<file path="src/rtl/dmh_pkg.sv">
`timescale 1ns / 1ps
// ---------------------------------------------------------------------------
// dmh_pkg
// Shared constants and types of the dipole moment histogram.
// ---------------------------------------------------------------------------
package dmh_pkg;

    localparam int NumBinsDefault = 256;

    localparam logic [1:0] OP_PARTICLE = 2'd0;
    localparam logic [1:0] OP_READ     = 2'd1;
    localparam logic [1:0] OP_CLEAR    = 2'd2;

    localparam logic [1:0] REG_INV_BIN_WIDTH = 2'd0;
    localparam logic [1:0] REG_START_TIME    = 2'd1;
    localparam logic [1:0] REG_TIME_STEP     = 2'd2;

    localparam logic KIND_FRAME = 1'b0;
    localparam logic KIND_BIN   = 1'b1;

    // work item passed from the front end to the back end
    typedef struct packed {
        logic [1:0]  op;          // OP_READ, OP_CLEAR or OP_PARTICLE (group close or frame end)
        logic        frame_end;
        logic        group_end;
        logic [7:0]  bin_index;
        logic [39:0] gx;
        logic [39:0] gy;
        logic [39:0] gz;
        logic [39:0] fx;
        logic [39:0] fy;
        logic [39:0] fz;
    } t_task;

endpackage

</file>
<file path="src/rtl/dmh_fifo.sv">
`timescale 1ns / 1ps
// ---------------------------------------------------------------------------
// dmh_fifo
// Short queue of work items between the front and back ends.
// ---------------------------------------------------------------------------
module dmh_fifo #(
    parameter int DEPTH = 4
) (
    input  logic            i_clk,
    input  logic            i_rst_n,
    input  logic            i_valid,
    output logic            o_ready,
    input  dmh_pkg::t_task  i_task,
    output logic            o_valid,
    input  logic            i_ready,
    output dmh_pkg::t_task  o_task
);
    localparam int AW = $clog2(DEPTH);
    dmh_pkg::t_task r_mem [DEPTH];
    logic [AW-1:0] r_wp, r_rp;
    logic [AW:0]   r_cnt;
    logic          wr, rd;

    assign o_ready = (r_cnt != (AW+1)'(DEPTH));
    assign o_valid = (r_cnt != '0);
    assign wr      = i_valid && o_ready;
    assign rd      = o_valid && i_ready;
    assign o_task  = r_mem[r_rp];

    always_ff @(posedge i_clk) begin
        if (!i_rst_n) begin
            r_wp  <= '0;
            r_rp  <= '0;
            r_cnt <= '0;
        end else begin
            if (wr) begin
                r_wp <= (r_wp == AW'(DEPTH-1)) ? '0 : r_wp + 1'b1;
            end
            if (rd) begin
                r_rp <= (r_rp == AW'(DEPTH-1)) ? '0 : r_rp + 1'b1;
            end
            r_cnt <= r_cnt + (AW+1)'(wr) - (AW+1)'(rd);
        end
    end

    always_ff @(posedge i_clk) begin
        if (wr) begin
            r_mem[r_wp] <= i_task;
        end
    end
endmodule

</file>
<file path="config.mk">
export PLATFORM = sky130hd
export DESIGN_NAME = dmh_fifo
export DESIGN_NICKNAME = d
export VERILOG_FILES = /design/src/rtl/dmh_pkg.sv /design/src/rtl/dmh_fifo.sv
export SDC_FILE = /design/constraint.sdc
export NUM_CORES = 1
export LEC_CHECK = 0
export ABC_AREA = 1
export BUFFER_PORTS_ARGS = -buffer_cell sky130_fd_sc_hd__buf_2
export CORE_MARGIN = 8
export CORE_UTILIZATION = 30
export DETAILED_ROUTE_END_ITERATION = 16
export PLACE_DENSITY = 0.51
export SLEW_MARGIN = 15
export SYNTH_ARGS = -nofsm -noshare
export SYNTH_HDL_FRONTEND = slang
export SYNTH_SLANG_ARGS = --single-unit
export TNS_END_PERCENT = 20
</file>
<file path="constraint.sdc">
create_clock -name i_clk -period 19.23 [get_ports i_clk]
set_input_delay 1.923 -clock i_clk [delete_from_list [all_inputs] [get_ports i_clk]]
set_output_delay 1.923 -clock i_clk [all_outputs]
set_load 0.1 [all_outputs]
</file>
==> results.ini <==
[clock_tree]
ctsHoldBuffers=0
cts_tree=done
cts.clk_slew.worst_paths_ps=60
cts_buffers=110
cts_resized=0
cts.sinks=1017
insertion_delay_ps=710
cts_root_buffer=clkbuf_16
clockBufferDepth=3
htree_levels=3
post-cts-setup-buffer-count=0

[placed_design]
io_buffers=509
dp_hpwl_um=55600
gp_routability_congestion=0.731

[global_routing]
grtUsageTotal_pct=13.2
grt_pass1_vias=21623
grt_pass1_wl_um=140000
grt_antenna_before_repair=32
overflow=0
grt_max_degree=246

[min_path]
min-delay-start=r_rp[1]
hold_class=reg2reg

[synthesis]
synth_top_area_share_pct=79.7
ys_top_cells_by_count=edfxtp_1 (1,008), nor2_1 (520), o21ai_0 (504)
syn_nets=2763
syn_inst=2499
synth_enable_flop_cells=1008
yosysTopAreaCell=edfxtp_1
synth_seq_cells=1017
avgSynthCellArea_sq_um=15.2
ys_warn_count=0
synthArstFlopShare_pct=0
ys_dominant_reg_cell=edfxtp_1
synth.area.top_cells=edfxtp_1 (80%), o21ai_0 (6.6%), nor2_1 (5.1%)
synth_area_sq_mm=0.0380
yosysMostFrequentCell=edfxtp_1
seq_area_frac_synth_pct=80.2
synth.distinct_cells=24

[worst_setup_path]
critical_path_class=reg2out
cp.buffers_inverters=5
path_max_fanout=84
cpMaxStageDelayCell=buf_4
cp-start-kind=flop
critPathTopFamily=buffers and inverters
cp_slowest_stage_delay_ps=810
endpoint_kind=output pin
cp_common_cell=buf_4
critPathArrivalTime_ps=5360
cp.required_ps=17310
path_cells=buf_4 -> buf_4 -> buf_4 -> buf_4 -> o21ai_0 -> o22ai_1 -> buf_2
r2r-start=r_cnt[1]

[route]
viasPerCell=4.69
wl_um=95500
post_drt_wl_per_cell_um=20.1
dr.pass1.iters=5
drt_iter0_markers=1578
drc=0
route.antenna.remaining_nets=0
vias=22232

[floorplanning]
num_io_pins=510
start_util_pct=30.2
die_y_um=372
row_count=130
die_area_sq_mm=0.138
fp.coreArea_sq_mm=0.126
die_w_um=372

[final_layout]
fill_cells=12053
fin_nets=3249
drive_gt1_share_pct=24.0
area_delta_synth_final_pct=19.3

[sta]
tightest_slew_ps=1020
fin_crit_ps=7280
max_freq_mhz=137
finalClockSkew_ps=24.0
setup_tns_ps=0
final-setup-viol-count=0
finalHoldViolations=0
min_period_over_period_pct=37.9
maxSlewHeadroom_pct=31.8
slew_violations=0
rsz0062_at_grt=no

[job]
drv_cap=0

[outcome]
status=finished, final reports clean

==> metrics by stage <==
| stage | cells | cell area [sq um] | worst slack (ps) | utilization (%) | hold WS [ps] |
|---|---|---|---|---|---|
| after floorplan | 2499 | 38000 | 5750 | - | 479 |
| after global placement | 4523 | 42000 | 12720 | 33.4 | 487 |
| after detailed placement | 4523 | 42000 | 12610 | 33.4 | 491 |
| after CTS | 4718 | 45300 | 11800 | 36.1 | 502 |
| after global routing | 4722 | 45300 | 11450 | 36.1 | 532 |
| final | 4738 | 45300 | 11950 | 36.1 | 498 |
==> state kept, by name, indices dropped and copies added (netlist names), named ones only <==
| register | cells |
|---|---|
| r_wp | 2 |
| r_mem | 1008 |
| r_rp | 2 |
| r_cnt | 3 |
==> layout by cell type, fill, tap and decap left out, drive strengths merged, types with 2 or more instances in the layout <==
cell    instances
nand3b          2
bufinv          3
o22ai         252
o21ai         504
clkinv         45
clkbuf        140
nor2          520
ha              7
buf           540
dfxtp           9
edfxtp       1008
nand2          11
inv            20
diode          20
==> final timing paths <==
path / end / cells after the start / slack, ps
worst min register to register: flop / 2 / 500
worst min-delay path: flop / 2 / 500
worst max register to register: r_mem[1][156] / 7 / 15070
worst max-delay path: o_task[131] / 7 / 11950
==> layer usage <==
layer  global-route usage, %  part of all wire, %  vias up
met1                    16.8                   43    11020
met4                    4.67                  2.6       24
met5                       0                 0.17        -
li1                        -                    -    10493
met3                    4.06                  7.2      147
met2                    21.2                   47      548
==> logic make-up (layout without fill, tap and decap cells) <==
logic type | count (synthesis) | in the layout | synth area share, %
compound gates | 758 | 758 | 11.7
xor+xnor | 1 | 1 | 0.0231
fa+ha+maj | 8 | 8 | 0.283
buf+inv | 180 | 749 | 2.54
flops | 1017 | 1017 | 80.2
other cells | 0 | 20 | 0
simple gates | 535 | 535 | 5.32
==> cell type report <==
cell class	count	area, sq um	share of cell area, %
Clock inverter	55	370	0.817
Sequential cell	1017	30500	67.2
Clock buffer	140	2910	6.42
Timing Repair Buffer	540	2810	6.19
Tap cell	1650	2060	4.56
Multi-Input combinational cell	1302	6590	14.5
Inverter	14	76.3	0.168
Antenna cell	20	50.0	0.110
==> worst reg2reg max path, delay by kind of cell, from the launching register on <==
family	cells	cell delay (ps)
flops	1	390
simple gates	4	960
buf+inv	3	2360
Power is left out: the tool's default activity adds up to more than one toggle a clock period on the data nets, which glitch-free logic cannot reach.
