## src/rtl/dmh_pkg.sv

```systemverilog
`timescale 1ns / 1ps
// ---------------------------------------------------------------------------
// dmh_pkg
// Shared constants and types of the dipole moment histogram.
// ---------------------------------------------------------------------------
package dmh_pkg;

    localparam int NumBinsDefault = 256;

    localparam logic [1:0] OP_PARTICLE = 2'd0;
    localparam logic [1:0] OP_READ     = 2'd1;
    localparam logic [1:0] OP_CLEAR    = 2'd2;

    localparam logic [1:0] REG_INV_BIN_WIDTH = 2'd0;
    localparam logic [1:0] REG_START_TIME    = 2'd1;
    localparam logic [1:0] REG_TIME_STEP     = 2'd2;

    localparam logic KIND_FRAME = 1'b0;
    localparam logic KIND_BIN   = 1'b1;

    // work item passed from the front end to the back end
    typedef struct packed {
        logic [1:0]  op;          // OP_READ, OP_CLEAR or OP_PARTICLE (group close or frame end)
        logic        frame_end;
        logic        group_end;
        logic [7:0]  bin_index;
        logic [39:0] gx;
        logic [39:0] gy;
        logic [39:0] gz;
        logic [39:0] fx;
        logic [39:0] fy;
        logic [39:0] fz;
    } t_task;

endpackage

```

## src/rtl/dmh_front.sv

```systemverilog
`timescale 1ns / 1ps
// ---------------------------------------------------------------------------
// dmh_front
// Multiply charge by position, accumulate group and frame vectors, and
// hand group closes, frame ends, reads and clears to the back end.
// ---------------------------------------------------------------------------
module dmh_front (
    input  logic                 i_clk,
    input  logic                 i_rst_n,
    input  logic                 i_push,
    output logic                 o_full,
    input  logic [1:0]           i_operation,
    input  logic signed [11:0]   i_charge,
    input  logic signed [19:0]   i_pos_x,
    input  logic signed [19:0]   i_pos_y,
    input  logic signed [19:0]   i_pos_z,
    input  logic                 i_in_group,
    input  logic                 i_group_end,
    input  logic                 i_frame_end,
    input  logic [7:0]           i_bin_index,
    output logic                 o_valid,
    input  logic                 i_ready,
    output dmh_pkg::t_task       o_task
);
    // stage 1: registered products
    logic         r_s1_v;
    logic [1:0]   r_s1_op;
    logic         r_s1_ing, r_s1_gend, r_s1_fend;
    logic [7:0]   r_s1_bin;
    logic [39:0]  r_px, r_py, r_pz;
    // accumulators
    logic [39:0]  r_gx, r_gy, r_gz, r_fx, r_fy, r_fz;
    logic [39:0]  n_gx, n_gy, n_gz, n_fx, n_fy, n_fz;
    // output register
    logic            r_ov;
    dmh_pkg::t_task  r_task;
    logic            s1_fire, s1_emit, s1_part;

    assign o_full  = r_s1_v && !s1_fire;
    assign s1_part = (r_s1_op == dmh_pkg::OP_PARTICLE);
    assign s1_emit = (r_s1_op == dmh_pkg::OP_READ) || (r_s1_op == dmh_pkg::OP_CLEAR)
                     || (s1_part && ((r_s1_ing && r_s1_gend) || r_s1_fend));
    assign s1_fire = r_s1_v && (!s1_emit || !r_ov || i_ready);

    always_comb begin
        n_fx = r_fx + r_px;
        n_fy = r_fy + r_py;
        n_fz = r_fz + r_pz;
        n_gx = r_s1_ing ? r_gx + r_px : r_gx;
        n_gy = r_s1_ing ? r_gy + r_py : r_gy;
        n_gz = r_s1_ing ? r_gz + r_pz : r_gz;
    end

    always_ff @(posedge i_clk) begin
        if (!i_rst_n) begin
            r_s1_v <= 1'b0;
            r_ov   <= 1'b0;
            r_gx <= '0; r_gy <= '0; r_gz <= '0;
            r_fx <= '0; r_fy <= '0; r_fz <= '0;
        end else begin
            if (r_ov && i_ready) begin
                r_ov <= 1'b0;
            end
            if (s1_fire) begin
                r_s1_v <= 1'b0;
                if (s1_part) begin
                    r_fx <= r_s1_fend ? '0 : n_fx;
                    r_fy <= r_s1_fend ? '0 : n_fy;
                    r_fz <= r_s1_fend ? '0 : n_fz;
                    r_gx <= (r_s1_ing && r_s1_gend) ? '0 : n_gx;
                    r_gy <= (r_s1_ing && r_s1_gend) ? '0 : n_gy;
                    r_gz <= (r_s1_ing && r_s1_gend) ? '0 : n_gz;
                end
                if (s1_emit) begin
                    r_ov <= 1'b1;
                end
            end
            if (i_push && !o_full) begin
                r_s1_v <= 1'b1;
            end
        end
    end

    always_ff @(posedge i_clk) begin
        if (i_push && !o_full) begin
            r_s1_op   <= i_operation;
            r_s1_ing  <= i_in_group;
            r_s1_gend <= i_group_end;
            r_s1_fend <= i_frame_end;
            r_s1_bin  <= i_bin_index;
            r_px <= 40'(signed'(i_charge) * signed'(i_pos_x));
            r_py <= 40'(signed'(i_charge) * signed'(i_pos_y));
            r_pz <= 40'(signed'(i_charge) * signed'(i_pos_z));
        end
        if (s1_fire && s1_emit) begin
            r_task.op        <= r_s1_op;
            r_task.frame_end <= r_s1_fend;
            r_task.group_end <= r_s1_ing && r_s1_gend;
            r_task.bin_index <= r_s1_bin;
            r_task.gx <= n_gx; r_task.gy <= n_gy; r_task.gz <= n_gz;
            r_task.fx <= n_fx; r_task.fy <= n_fy; r_task.fz <= n_fz;
        end
    end

    assign o_valid = r_ov;
    assign o_task  = r_task;
endmodule

```

## config.mk

```make
export PLATFORM = sky130hd
export DESIGN_NAME = dmh_front
export DESIGN_NICKNAME = d
export VERILOG_FILES = /design/src/rtl/dmh_pkg.sv /design/src/rtl/dmh_front.sv
export SDC_FILE = /design/constraint.sdc
export NUM_CORES = 2
export LEC_CHECK = 0
export ABC_CLOCK_PERIOD_IN_PS = 16400
export BUFFER_PORTS_ARGS = -buffer_cell sky130_fd_sc_hd__buf_2
export CORE_UTILIZATION = 50
export DETAILED_ROUTE_END_ITERATION = 16
export PLACE_DENSITY_LB_ADDON = 0.1
export REMOVE_ABC_BUFFERS = 1
export SETUP_SLACK_MARGIN = 0.1
export SYNTH_ARGS = -nofsm -noshare
export SYNTH_HDL_FRONTEND = slang
export SYNTH_SLANG_ARGS = --single-unit
```

## constraint.sdc

```tcl
create_clock -name i_clk -period 16.4 [get_ports i_clk]
set_input_delay 0.82 -clock i_clk [delete_from_list [all_inputs] [get_ports i_clk]]
set_output_delay 0.82 -clock i_clk [all_outputs]
set_load 0.02 [all_outputs]
```

==> metrics <==
post-synthesis sequential area ratio=0.275; Max-Slew Margin vs Limit=0.294; leakage power=between 20 and 30 nW; Worst Max-Slew Pin Slew=1.06 ns; global route overflow=0; drt pass-1 iters=5; Core Rows=123; Switching Fraction=0.453; Post-synth EDFFs=361; port bufs=approximately 340; most frequent cells after synthesis=860 x inv_1, 660 x fa_1, 654 x nand2_1, 436 x ha_1, 361 x edfxtp_1; post-synthesis mux area share=0.0207; Critical Path RT=about 17 ns; area of the multi-input gates=roughly 0.037 sq mm; placed cell count=7525; Final Worst Setup Slack=about 9.5 ns; area leader, netlist=fa_1; routed vias=42200; crit-path max FO=34; XOR/XNOR Fraction of Synth Area=0.0483; Max Cap Viol=0; area grow syn2layout=9.20%; via-per-instance ratio=between 5 and 6; status=finished clean; # hold bufs at CTS=0; Yosys top cell area share=0.231; die area=between 0.1 and 0.15 sq mm; Psw=between 5 and 6 mW; Synth Area per Inst=about 9.7 sq um; Root Driver=clkbuf_16; class of the worst hold path=in2reg; Hold Violations, Final=0; Clk pwr share=0.138; antenna viol nets, final=0; gpl congestion=0.902; critical path arrival=around 7.2 ns; Comb power frac=0.643; setup TNS after final layout=0 ns; complex-gate fraction of the synthesized area=0.134; share of post-route cells with drive strength above 1=0.0998; nets=approximately 7300; Flop pwr share=0.219; Seq. cell area=between 0.015 and 0.02 sq mm; FMAX=roughly 150 MHz; Area after DPL=around 0.060 sq mm; Die X-Extent=340 microns; Final period util=0.420; GRT Resource Usage Total=0.255; post-DR wirelength/cell=19.3 microns; simple logic cell fraction of the synthesized area=0.122; CTS Buf Count=69; htree depth=3; initial DRC count=2721; Clk Latency, worst-skew pair=slightly above 0.6 ns; Final setup viols=0; most common cell in the netlist=inv_1; peak supply drop=~0.15 mV; Final Max Tran Viols=0; synthesized area=0.0571 sq mm; largest cells by area after synthesis=fa_1 23%, edfxtp_1 19%, ha_1 9.6%, dfxtp_1 8.5%, inv_1 5.7%; vias in the first global route=about 42000; Synth Area in Adders=0.327; Resized Gates After CTS=0; Synth cell types=a little under 80; global-route wire length before repair=233000 microns; type of origin of the critical path=input port; top_reg_cell synth=edfxtp_1; Top-Level Pins=343; critical path type=in2reg; initial antenna violation count=11; routed wire length=around 150000 microns; clock tree buffer depth=3; Post-synth ARST share=0; cell area after layout=between 0.06 and 0.07 sq mm; Core ar.=roughly 0.11 sq mm; Final min period=slightly below 7 ns; Worst Clk Skew=~0.022 ns; Synth Register Bits=603; Post-CTS Setup Bufs=0; unrepaired setup endpoints after global routing=false; synth warn=0; CTS clock-pin slew for the worst setup and hold paths=around 0.060 ns; DIE HEIGHT=340 microns; Post-Layout Cell Count=about 7700; largest net degree at the start of global routing=145; Filler cells=10200; crit path capture type=flop; Int Pwr=between 6 and 7 mW; Final HPWL DP=around 110000 microns; CTS sink count=between 600 and 700; pwr dens=~180 mW/mm^2; Initial Util=0.506; dpl ws=between 8 and 9 ns; main combinational cell family by area after synthesis=adder cells; CTS tree=built; Core Util, Final=0.553; Synth Instances=between 5000 and 6000; drc violations=0
[worst paths after layout]
check / from / to / slack (ns) / depth (start not counted)
setup reg to reg: r_px[1]$_DFFE_PP_ / o_task[237]$_DFFE_PP_ / 11.96 / 12
hold reg to reg: r_s1_bin[0]$_DFFE_PP_ / o_task[240]$_DFFE_PP_ / 0.42 / 0
setup / recovery: i_charge[11] / r_pz[38]$_DFFE_PP_ / 9.51 / 22
hold / removal: i_bin_index[6] / r_s1_bin[6]$_DFFE_PP_ / 0.38 / 1
[through the flow]
stage	power (mW)	hold WS (ns)
2_1_floorplan	8.02	0.400
3_3_place_gp	9.68	0.400
3_5_place_dp	9.78	0.405
4_1_cts	11.4	0.337
5_1_grt	12.5	0.347
6_report	11.4	0.378
[cells by family after synthesis]
logic type / count (synthesis)
buffers and inverters: 1125
and+or+nand+nor: 1526
muxes: 106
adders and majority gates: 1096
xor gates and xnor gates: 315
AOI/OAI and AO/OA: 1140
DFF: 603
[placed cells by master, fill, tap and decap left out, types with 157 or more instances in the layout]
master and count:
o21ai_0 157, ha_1 436, inv_1 859, dfxtp_1 242, nand2_1 653, and2_1 201, edfxtp_1 361, fa_1 660
nor2_1 347, xnor2_1 225, a21o_1 170, buf_2 342, a21oi_1 302
[worst max-delay path, stage by stage]
cell	delay, ns
buf_2	0.39
clkinv_1	0.64
buf_4	0.50
nor2_1	0.19
fa_1	0.45
fa_1	0.53
fa_1	0.43
fa_1	0.49
inv_1	0.05
fa_1	0.47
inv_1	0.04
ha_1	0.33
a21o_1	0.18
a21o_1	0.18
a21oi_1	0.27
nand3_1	0.19
nand3_1	0.17
a31oi_1	0.15
a211oi_1	0.37
a21oi_1	0.12
nor2_1	0.12
xnor2_1	0.10
[sequential cells by signal, indices dropped and copies added (netlist names)]
signal	cells
o_valid	1
r_gx	40
r_fx	40
r_gy	40
r_fz	40
r_s1_ing	1
r_s1_op	2
o_task	252
r_s1_v	1
r_px	32
r_pz	32
r_s1_fend	1
r_s1_gend	1
r_fy	40
r_py	32
r_gz	40
r_s1_bin	8
[final cells by class]
cell class	instances	area share
Multi-Input combinational cell	4183	0.598
Sequential cell	603	0.252
Inverter	861	0.0519
Timing Repair Buffer	378	0.0320
Clock buffer	93	0.0311
Tap cell	1500	0.0301
Clock inverter	33	0.00564
Antenna cell	2	0.0000803
[metal layers]
layer / global-route usage / vias up / part of all wire / wire length [microns]
met1: 0.370 / 21000 / 0.48 / 70700
met2: 0.410 / 1051 / 0.45 / 66800
met3: 0.0273 / 181 / 0.047 / 6960
li1: - / 20000 / - / -
met4: 0.0617 / 8 / 0.021 / 3140
met5: 0 / - / 0.00028 / 41
[power by group through the flow]
stage,clock (mW),combinational (mW),sequential [mW]
floorplan,0,5.59,2.43
global placement,0,7.18,2.50
detailed placement,0,7.27,2.50
CTS,1.61,7.33,2.47
global route,1.67,8.35,2.49
finish,1.57,7.31,2.49
Power figures use the tool's default switching activity.
